[src/hdl/pbrt_pkg.sv]
// Shared types and codes for the packet block rule table.
package pbrt_pkg;

  localparam logic [1:0] ACT_ADD    = 2'd0;
  localparam logic [1:0] ACT_CHECK  = 2'd1;
  localparam logic [1:0] ACT_REMOVE = 2'd2;
  localparam logic [1:0] ACT_UNUSED = 2'd3;

  localparam logic [1:0] ST_OK        = 2'd0;
  localparam logic [1:0] ST_INVALID   = 2'd1;
  localparam logic [1:0] ST_FULL      = 2'd2;
  localparam logic [1:0] ST_NOT_FOUND = 2'd3;

  localparam logic [13:0] TICKS_PER_MS = 14'd10000;

  typedef struct packed {
    logic [1:0]  action;
    logic [63:0] now_time;
    logic [7:0]  ip_ver;
    logic [7:0]  protocol;
    logic [15:0] source_port;
    logic [15:0] dest_port;
    logic [63:0] source_addr_high;
    logic [63:0] source_addr_low;
    logic [63:0] dest_addr_high;
    logic [63:0] dest_addr_low;
    logic [31:0] lifetime_ms;
  } req_t;

  typedef struct packed {
    logic [1:0] status;
    logic       block;
  } rsp_t;

  // controller to datapath
  typedef struct packed {
    logic load;    // capture the request beat
    logic eval;    // compare all slots and update the table
  } cmd_t;

endpackage

[src/hdl/pbrt_ctrl.sv]
// Controller: load, evaluate, present result.
module pbrt_ctrl (
  input  logic             clk,
  input  logic             rst_n,
  input  logic             in_valid,
  output logic             in_ready,
  output logic             out_valid,
  input  logic             out_ready,
  output pbrt_pkg::cmd_t   cmd
);
  localparam logic [1:0] S_IDLE = 2'd0;
  localparam logic [1:0] S_EVAL = 2'd1;
  localparam logic [1:0] S_OUT  = 2'd2;

  logic [1:0] state_r, state_nxt;

  // take a new beat whenever nothing is in flight or the result leaves now
  assign in_ready  = (state_r == S_IDLE) || (state_r == S_OUT && out_ready);
  assign out_valid = (state_r == S_OUT);
  assign cmd.load  = in_valid && in_ready;
  assign cmd.eval  = (state_r == S_EVAL);

  always_comb begin
    state_nxt = state_r;
    case (state_r)
      S_IDLE: if (in_valid) state_nxt = S_EVAL;
      S_EVAL: state_nxt = S_OUT;
      S_OUT: begin
        if (out_ready) state_nxt = in_valid ? S_EVAL : S_IDLE;
      end
      default: state_nxt = S_IDLE;
    endcase
  end

  always_ff @(posedge clk) begin
    if (!rst_n) state_r <= S_IDLE;
    else        state_r <= state_nxt;
  end
endmodule

[config.mk]
export PLATFORM = sky130hd
export DESIGN_NAME = pbrt_ctrl
export DESIGN_NICKNAME = d
export VERILOG_FILES = /design/src/hdl/pbrt_pkg.sv /design/src/hdl/pbrt_ctrl.sv
export SDC_FILE = /design/constraint.sdc
export NUM_CORES = 1
export LEC_CHECK = 0
export ABC_CLOCK_PERIOD_IN_PS = 2320
export BUFFER_PORTS_ARGS = -buffer_cell sky130_fd_sc_hd__clkbuf_2
export CAP_MARGIN = 10
export CORE_AREA = 2 2 39 41
export DETAILED_ROUTE_END_ITERATION = 16
export DIE_AREA = 0 0 41 43
export GPL_TIMING_DRIVEN = 0
export PLACE_DENSITY = 0.3
export SYNTH_ARGS = -nofsm -noshare
export SYNTH_HDL_FRONTEND = slang
export SYNTH_SLANG_ARGS = --single-unit
[constraint.sdc]
create_clock -name clk -period 2.32 [get_ports clk]
set_clock_uncertainty 0.2 [all_clocks]
set_input_delay 0 -clock clk [delete_from_list [all_inputs] [get_ports clk]]
set_output_delay 0 -clock clk [all_outputs]
set_load 0.02 [all_outputs]
==> reports/results.tsv, run 1 <==
stage	metric	value	unit
sta	slew_violations	0	
routing	vias	131	
global_routing	overflow	0	
routing	wl_per_cell	7.439	microns
hold_path	holdPathEnd	in_ready	
final_layout	final_cells	41	
critical_path	critical_path_depth	3	
final_layout	diodes	0	
yosys	ys_seq_elements	2	
critical_path	r2r-end	state_r[1]$_SDFFE_PN0P_	
routing	ant_nets	0	
cts	tritoncts	built	
run_status	outcome	finished clean	
final_layout	final_common_cell	clkbuf_2	
critical_path	path_delay_family	buffers and inverters	
sta	hold_viol	0	
placement	place_area	172.7	sq um
cts	hold_buffers	4	
final_layout	drive_gt1_share	52.00	%
critical_path	worstPathArrival	1.50	ns
global_routing	grt_usage	5.311	%
hold_path	hold_path_startpoint	out_ready	
critical_path	reg2reg_depth	3	
sta	maxSlewHeadroom	86.45	%
floorplan	ioPinCount	8	
placement	io_buffers	7	
critical_path	cp.required	2.23	ns
global_routing	grt_pass1_wl	552	microns
cts	clock_latency	0.23	ns
final_layout	n_fill_cell	157	
global_routing	antenna_found_initial	0	
cts	clock_path_buffers	2	
cts	cts.sinks	2	
floorplan	die_w	41	microns
cts	cts_setup_buffers	0	
routing	wirelength	305	microns
yosys	syn_area	117.6	sq um
final_layout	finalInstanceArea	235.2	sq um
placement	placed_cells	34	
routing	first_iter_violations	0	
cts	ctsRootBufferMaster	clkbuf_4	
final_layout	final_cell_mix	7 x clkbuf_2, 4 x dlygate4sd3_1, 3 x clkbuf_4	
pwr	ir_drop	0.1882	mV
yosys	synthCells	11	
flow_run	maxCapViolCount	0	
pwr	p_per_area	627.2	nW/um^2
sta	rsz0062_at_grt	no	
critical_path	path_class	flop to flop	
critical_path	path_buf_inv	1	
sta	worst_pin_slew	0.2030	ns
yosys	yosysTopAreaCell	dfxtp_1	
floorplan	placementRows	14	
floorplan	die_area	1763	sq um
critical_path	reg2reg_from	state_r[1]$_SDFFE_PN0P_	
yosys	yosysWarnings	0	
critical_path	slowest_delay	0.55	ns
cts	htreeDepth	1	
critical_path	critPathCaptureType	flop	
final_layout	areaGrowthSynthToFinish	100.0	%
sta	fmax	0.6288	GHz
pwr	p_total	0.1475	mW
critical_path	cp_cell_sequence	and2b_1, o21a_1, dlygate4sd3_1	
routing	via_per_inst	3.195	
final_layout	regMostFlops	state_r	
placement	hpwl	197.8	microns
critical_path	critPathSlowestCell	dlygate4sd3_1	
sta	setup_violations	0	
floorplan	core-area	1384	sq um
sta	setup_tns	0	ns
yosys	yosysSeqAreaShare	34.04	%
placement	place_congestion	0.5266	
cts	cts_made_buffers	3	
critical_path	r2r_setup_slack	0.73	ns
global_routing	grt_max_degree	7	
yosys	synth.avg_cell_area	10.69	sq um
critical_path	crit_path_start_kind	flop	
cts	cts.clk_slew.worst_paths	0.03	ns
final_layout	top_regs	state_r: 2 flops	
floorplan	fp.dieH	43	microns
critical_path	cp_max_fo	4	
final_layout	largest_reg_flops	2	
cts	post_cts_resized	0	
routing	drc	0	
final_layout	nNetsFinal	31	
placement	pre_cts_slack	1.287	ns
pwr	p_leak	0.1094	nW
yosys	synth_cell_types	9	
sta	fin_crit_sh	68.55	%
sta	post-route-min-period	1.590	ns
global_routing	grt_pass1_vias	148	
routing	drt_first_pass_iters	1	
yosys	synth.top_cell.area_share	34.04	%
yosys	netlist_top_cells_area	dfxtp_1 34%, nor4bb_2 14%, nor3b_1 13%	
floorplan	start_util	8.499	%
hold_path	hold_path_class	input port to output port	
hold_path	hold_path_depth	4	
yosys	synth_nets	15	
sta	setup_ws	0.7297	ns
[synth_stat cells, drive strengths merged]
library cell  count
o21a              1
nor2b             2
buf               1
nor2              1
dfxtp             2
and2b             1
nor3b             2
nor4bb            1
[worst register-to-register path: cells and delay by family (launching register included)]
kind / cells / cell delay [ns]
compound gates: 1 / 0.18
buf+inv: 1 / 0.55
flops: 1 / 0.34
simple gates: 1 / 0.20
[layout make-up]
class                      instances  area [sq um]  share of cell area [%]
buffer                             1         7.507                   3.191
tap                               16         20.02                   8.511
multi-input combinational          8         70.07                   29.79
sequential                         2         40.04                   17.02
clock buffer                       3         22.52                   9.574
timing repair buffer              11         75.07                   31.91
[how the worst max path moves through the flow]
| stage | startpoint | to | slack, ns |
|---|---|---|---|
| 2_1_floorplan | state_r[1]$_SDFFE_PN0P_ | cmd[1] | 1.17 |
| 3_3_place_gp | state_r[0]$_SDFFE_PN0P_ | cmd[0] | 1.30 |
| 3_5_place_dp | state_r[0]$_SDFFE_PN0P_ | cmd[0] | 1.29 |
| 4_1_cts | state_r[1]$_SDFFE_PN0P_ | state_r[1]$_SDFFE_PN0P_ | 0.74 |
| 5_1_grt | state_r[1]$_SDFFE_PN0P_ | state_r[1]$_SDFFE_PN0P_ | 0.68 |
| 6_report | state_r[1]$_SDFFE_PN0P_ | state_r[1]$_SDFFE_PN0P_ | 0.73 |
[kinds of logic after synthesis]
| logic type | synth area share [%] |
|---|---|
| AND/OR/NAND/NOR | 53.19 |
| AO/OA/AOI/OAI | 6.385 |
| buffers and inverters | 6.385 |
| flip-flops | 34.04 |
[through the flow]
stage                     hold slack, ns  utilization (%)
after global routing              0.3010            17.00
final                             0.2510            17.00
after detailed placement         0.02749            12.48
after CTS                         0.2590            17.00
after global placement           0.01931            12.48
after floorplan                 -0.08227                -
[routing by layer]
layer	up-vias	track usage [%]	wire length, microns
met5	-	0	0
met4	0	6.000	0
met3	0	4.712	30
met2	8	5.938	117
met1	57	5.112	157
li1	66	-	-
[power breakdown]
group | internal [mW] | leakage, nW | switching [mW]
registers | 0.0367 | 0.0165 | 0.00242
logic | 0.0164 | 0.0791 | 0.0131
clock network | 0.0572 | 0.0138 | 0.0217
total | 0.110 | 0.109 | 0.0372
(Power assumes the default switching activity.)
==> inputs of run 2 (changes only) <==
--- a/config.mk
+++ b/config.mk
@@ -5,14 +5,14 @@
 export SDC_FILE = /design/constraint.sdc
 export NUM_CORES = 1
 export LEC_CHECK = 0
-export ABC_CLOCK_PERIOD_IN_PS = 2320
+export ABC_CLOCK_PERIOD_IN_PS = 1300
 export BUFFER_PORTS_ARGS = -buffer_cell sky130_fd_sc_hd__clkbuf_2
 export CAP_MARGIN = 10
 export CORE_AREA = 2 2 39 41
 export DETAILED_ROUTE_END_ITERATION = 16
 export DIE_AREA = 0 0 41 43
 export GPL_TIMING_DRIVEN = 0
-export PLACE_DENSITY = 0.3
+export PLACE_DENSITY = 0.31
 export SYNTH_ARGS = -nofsm -noshare
 export SYNTH_HDL_FRONTEND = slang
 export SYNTH_SLANG_ARGS = --single-unit
==> constraint.sdc (replaced) <==
create_clock -name clk -period 1.3 [get_ports clk]
set_clock_uncertainty 0.2 [all_clocks]
set_input_delay 0 -clock clk [delete_from_list [all_inputs] [get_ports clk]]
set_output_delay 0 -clock clk [all_outputs]
set_load 0.02 [all_outputs]
==> reports/results.tsv, run 2 (synthesis gave the netlist of run 1 again) <==
stage	metric	value	unit
routing	ant_nets	0	
global_routing	grt_pass1_wl	414	microns
critical_path	worstPathArrival	1.03	ns
floorplan	ioPinCount	8	
final_layout	nNetsFinal	29	
placement	place_congestion	0.5125	
floorplan	core-area	1384	sq um
floorplan	fp.dieH	43	microns
final_layout	top_regs	state_r: 2 flops	
final_layout	drive_gt1_share	60.87	%
hold_path	hold_path_class	input port to flop	
floorplan	die_w	41	microns
final_layout	seq_area	41.29	sq um
sta	worst_pin_slew	0.1859	ns
sta	setup_violations	0	
critical_path	critPathSlowestCell	dfxtp_1	
floorplan	start_util	8.499	%
cts	cts.clk_slew.worst_paths	0.03	ns
sta	fmax	0.8158	GHz
final_layout	n_fill_cell	163	
cts	cts_setup_buffers	0	
critical_path	crit_path_start_kind	flop	
critical_path	cp.required	1.10	ns
final_layout	largest_reg_flops	2	
global_routing	grt_usage	4.304	%
routing	first_iter_violations	0	
final_layout	final_util	15.64	%
critical_path	cp_cell_sequence	and2b_1, buf_4, clkbuf_2	
routing	vias	124	
routing	drt_first_pass_iters	1	
critical_path	cp_max_fo	4	
global_routing	antenna_found_initial	0	
cts	htreeDepth	1	
routing	drc	0	
cts	tritoncts	built	
sta	slew_violations	0	
cts	clock_latency	0.22	ns
routing	wirelength	253	microns
critical_path	critPathCaptureType	output port	
sta	fin_hold_ws	-0.07311	ns
cts	cts_made_buffers	3	
critical_path	path_class	flop to output port	
sta	rsz0062_at_grt	no	
pwr	ir_drop	0.2984	mV
sta	fin_crit_sh	94.29	%
placement	io_buffers	7	
pwr	p_per_area	1166	nW/um^2
final_layout	regMostFlops	state_r	
sta	post-route-min-period	1.226	ns
global_routing	overflow	0	
floorplan	placementRows	14	
final_layout	diodes	0	
cts	hold_buffers	2	
sta	hold_viol	2	
global_routing	grt_max_degree	7	
cts	cts.sinks	2	
routing	via_per_inst	3.179	
final_layout	final_common_cell	clkbuf_2	
pwr	p_leak	0.09747	nW
floorplan	die_area	1763	sq um
final_layout	areaGrowthSynthToFinish	84.04	%
final_layout	final_cell_mix	6 x clkbuf_2, 3 x clkbuf_4, 2 x nor3b_1, 2 x dlygate4sd3_1	
run_status	outcome	finished with violations	
final_layout	multi_input_area	70.07	sq um
routing	wl_per_cell	6.487	microns
critical_path	slowest_delay	0.34	ns
sta	setup_tns	0	ns
cts	ctsRootBufferMaster	clkbuf_4	
cts	clock_path_buffers	2	
global_routing	grt_pass1_vias	126	
run_status	violations	hold timing	
sta	maxSlewHeadroom	87.43	%
flow_run	maxCapViolCount	0	
run 2: changes by cell type in the layout (fill, tap and decap cells not counted), sizes merged:
| cell | previous run | this run |
|---|---|---|
| clkbuf | 10 | 9 |
| buf | 1 | 2 |
| dlygate4sd3 | 4 | 2 |
run 2: timing repair:
action,4_1_cts,5_1_grt
endpoints found under the hold margin,2,2
resized for setup,0,2
setup endpoints to repair,0,2
run 2: where the power goes:
group,switching (mW),total (mW),internal [mW]
clock,0.0333,0.135,0.102
combinational,0.0224,0.0474,0.0251
sequential,0.00392,0.0700,0.0660
total,0.0596,0.252,0.193
run 2: critical path: cells and delay by family, from the launching register on:
| family | cells | cell delay, ns |
|---|---|---|
| buffers and inverters | 2 | 0.26 |
| flip-flops | 1 | 0.34 |
| AND/OR/NAND/NOR | 1 | 0.20 |
run 2: stage by stage:
stage / hold WS, ns / cells / worst slack (ns) / area, sq um / total power, mW
finish: -0.07311 / 39 / 0.07417 / 216.5 / 0.2523
global placement: 0.02360 / 34 / 0.2762 / 172.7 / 0.1134
global route: -0.07160 / 39 / 0.01769 / 216.5 / 0.2774
detailed placement: 0.02997 / 34 / 0.2694 / 172.7 / 0.1140
CTS: -0.07037 / 39 / 0.02652 / 215.2 / 0.2630
floorplan: -0.08227 / 11 / 0.1525 / 117.6 / 0.09782
run 2: final timing paths:
path / start / end / slack [ns] / cells past startpoint
min reg2reg: state_r[0]$_SDFFE_PN0P_ / state_r[0]$_SDFFE_PN0P_ / 0.26 / 1
max: state_r[1]$_SDFFE_PN0P_ / cmd[0] / 0.07 / 3
min: out_ready / state_r[0]$_SDFFE_PN0P_ / -0.07 / 3
max reg2reg: state_r[1]$_SDFFE_PN0P_ / state_r[1]$_SDFFE_PN0P_ / 0.28 / 2
run 2: metal layers:
layer | part of all wire (%) | GRT usage (%) | up-vias | routed length (microns)
met3 | 9.5 | 3.141 | 0 | 24
met5 | 0 | 0 | - | 0
met2 | 52 | 4.688 | 6 | 131
met4 | 0 | 8.000 | 0 | 0
met1 | 39 | 3.185 | 55 | 98
li1 | - | - | 63 | -
run 2: layout make-up:
class,instances,share of cell area [%]
Timing Repair Buffer,9,25.43
Buffer,1,3.468
Multi-Input combinational cell,8,32.37
Clock buffer,3,10.40
Sequential cell,2,19.08
Tap cell,16,9.249
==> inputs of run 3 (changes only) <==
--- a/config.mk
+++ b/config.mk
@@ -5,6 +5,7 @@
 export SDC_FILE = /design/constraint.sdc
 export NUM_CORES = 1
 export LEC_CHECK = 0
+export ABC_AREA = 1
 export ABC_CLOCK_PERIOD_IN_PS = 1300
 export BUFFER_PORTS_ARGS = -buffer_cell sky130_fd_sc_hd__clkbuf_2
 export CAP_MARGIN = 10
==> reports/results.tsv, run 3 <==
stage	metric	value	unit
pwr	netSwitchingPower	0.06160	mW
pwr	clockPowerShare	52.3	%
final_layout	n_fill_cell	177	
sta	fmax	0.8222	GHz
sta	rsz0062_at_grt	no	
hold_path	hold_path_class	flop to flop	
yosys	synth-async-reset-ratio	0	%
global_routing	grt_pass1_wl	427	microns
final_layout	top_regs	state_r: 2 flops	
yosys	synth.most_common_cell	inv_1	
routing	ant_nets	0	
yosys	synth.top_cell.area_share	33.68	%
placement	io_buffers	7	
sta	maxSlewHeadroom	90.82	%
yosys	synth.avg_cell_area	5.943	sq um
final_layout	regMostFlops	state_r	
critical_path	reg2reg_from	state_r[1]$_SDFFE_PN0P_	
sta	setup_violations	0	
critical_path	critPathCaptureType	output port	
critical_path	worstPathArrival	1.02	ns
cts	cts_made_buffers	3	
final_layout	diodes	0	
routing	via_per_inst	2.959	
yosys	netlist_top_cells_area	dfxtp_1 34%, inv_1 22%, nand2_1 13%	
cts	cts.sinks	2	
floorplan	ioPinCount	8	
hold_path	hold_path_startpoint	state_r[0]$_SDFFE_PN0P_	
final_layout	seq_area	40.04	sq um
routing	drt_first_pass_iters	1	
yosys	syn_area	118.9	sq um
floorplan	placementRows	14	
global_routing	grt_usage	4.609	%
final_layout	nNetsFinal	39	
pwr	intPower	0.1904	mW
final_layout	final_util	16.55	%
floorplan	die_area	1763	sq um
pwr	p_total	0.2520	mW
global_routing	grt_max_degree	5	
sta	setup_tns	0	ns
routing	wirelength	264	microns
critical_path	r2r-end	state_r[0]$_SDFFE_PN0P_	
global_routing	antenna_found_initial	0	
final_layout	final_cell_mix	7 x inv_1, 7 x clkbuf_2, 4 x nor2_1	
floorplan	core-area	1384	sq um
cts	cts.clk_slew.worst_paths	0.03	ns
sta	slew_violations	0	
yosys	synth_cell_types	7	
critical_path	path_class	input port to output port	
yosys	yosysTopAreaCell	dfxtp_1	
critical_path	cp_max_fo	3	
yosys	ys_seq_elements	2	
global_routing	grt_pass1_vias	126	
pwr	ir_drop	0.2499	mV
placement	placed_cells	43	
run_status	outcome	finished clean	
critical_path	reg2reg_depth	3	
sta	fin_hold_ws	0.3301	ns
placement	hpwl	220.7	microns
routing	first_iter_violations	0	
final_layout	areaGrowthSynthToFinish	92.63	%
pwr	p_per_area	1101	nW/um^2
cts	ctsRootBufferMaster	clkbuf_4	
floorplan	die_w	41	microns
floorplan	start_util	8.590	%
yosys	synth_flop_cell	dfxtp_1	
floorplan	fp.dieH	43	microns
routing	vias	145	
global_routing	overflow	0	
yosys	synth_nets	24	
routing	wl_per_cell	5.388	microns
pwr	swShare	24.45	%
hold_path	hold_path_depth	2	
flow_run	maxCapViolCount	0	
sta	fin_crit_sh	93.56	%
yosys	synth_edf_count	0	
final_layout	largest_reg_flops	2	
cts	cts_setup_buffers	0	
final_layout	drive_gt1_share	42.42	%
critical_path	r2r_setup_slack	0.41	ns
yosys	synth_common_cells	7 x inv_1, 4 x nand2_1, 4 x nor2_1	
critical_path	cp.required	1.10	ns
cts	clock_path_buffers	2	
hold_path	holdPathEnd	state_r[1]$_SDFFE_PN0P_	
pwr	p_leak	0.1336	nW
sta	hold_viol	0	
cts	tritoncts	built	
sta	post-route-min-period	1.216	ns
yosys	synthCells	20	
sta	worst_pin_slew	0.1375	ns
cts	htreeDepth	1	
pwr	p_seq_share	27.4	%
yosys	yosysWarnings	0	
final_layout	final_cells	49	
pwr	pwr-share-comb	20.3	%
yosys	yosysSeqAreaShare	33.68	%
cts	clock_latency	0.22	ns
critical_path	crit_path_start_kind	input port	
placement	place_congestion	0.5700	
routing	drc	0	
final_layout	multi_input_area	47.55	sq um
run 3: cell count changes after synthesis, sizes merged, moves of 2 or more:
cell   previous run  this run
nor2b             2         0
nor2              1         4
nand2             0         5
nor3b             2         0
inv               0         7
run 3: per-stage QoR:
stage / cell area [sq um] / worst slack, ns
2_1_floorplan: 118.9 / 0.4195
3_3_place_gp: 173.9 / 0.2932
3_5_place_dp: 173.9 / 0.3166
4_1_cts: 226.5 / 0.05111
5_1_grt: 229.0 / 0.005414
6_report: 229.0 / 0.08375
run 3: worst max-delay path by stage:
stage                            start         to  slack, ns  cells past startpoint
4_1_cts                      out_ready     cmd[1]       0.05                      7
6_report                     out_ready     cmd[1]       0.08                      7
3_5_place_dp   state_r[0]$_SDFFE_PN0P_     cmd[0]       0.32                      4
2_1_floorplan  state_r[1]$_SDFFE_PN0P_  out_valid       0.42                      2
3_3_place_gp   state_r[0]$_SDFFE_PN0P_     cmd[0]       0.29                      4
5_1_grt                      out_ready   in_ready      0.005                      7
run 3: cells by family after synthesis:
family          synth area share [%]
flops                          33.69
simple gates                   30.52
compound gates                 7.370
buf+inv                        28.43
run 3: repair_timing:
| item | 4_1_cts | 5_1_grt |
|---|---|---|
| hold buffers | 3 | 0 |
| hold endpoints to repair | 2 | 0 |
| setup endpoints to repair | 0 | 1 |
| gates resized for setup | 0 | 1 |
run 3: layout make-up:
cell class | instances | area share [%]
Clock buffer | 3 | 9.836
Buffer | 1 | 3.279
Tap cell | 16 | 8.743
Multi-Input combinational cell | 10 | 20.76
Sequential cell | 2 | 17.49
Inverter | 7 | 11.48
Timing Repair Buffer | 10 | 28.42
run 3: metal layers:
metal	vias to the layer above	wire [microns]	track usage, %
li1	80	-	-
met1	60	107	2.875
met2	5	126	5.000
met3	0	30	7.853
met4	0	0	4.000
met5	-	0	0
run 3: power groups by stage:
stage                     combinational (mW)  clock (mW)  sequential, mW
after floorplan                       0.0293           0          0.0694
after global placement                0.0439           0          0.0703
after detailed placement              0.0442           0          0.0699
after CTS                             0.0514       0.141          0.0692
after global routing                  0.0577       0.159          0.0694
final                                 0.0511       0.132          0.0691
run 3: worst max-delay path: stages:
cell           delay, ns
dlygate4sd3_1       0.53
clkbuf_2            0.10
inv_1               0.05
nand2_2             0.07
nand2_2             0.08
inv_1               0.04
clkbuf_2            0.14
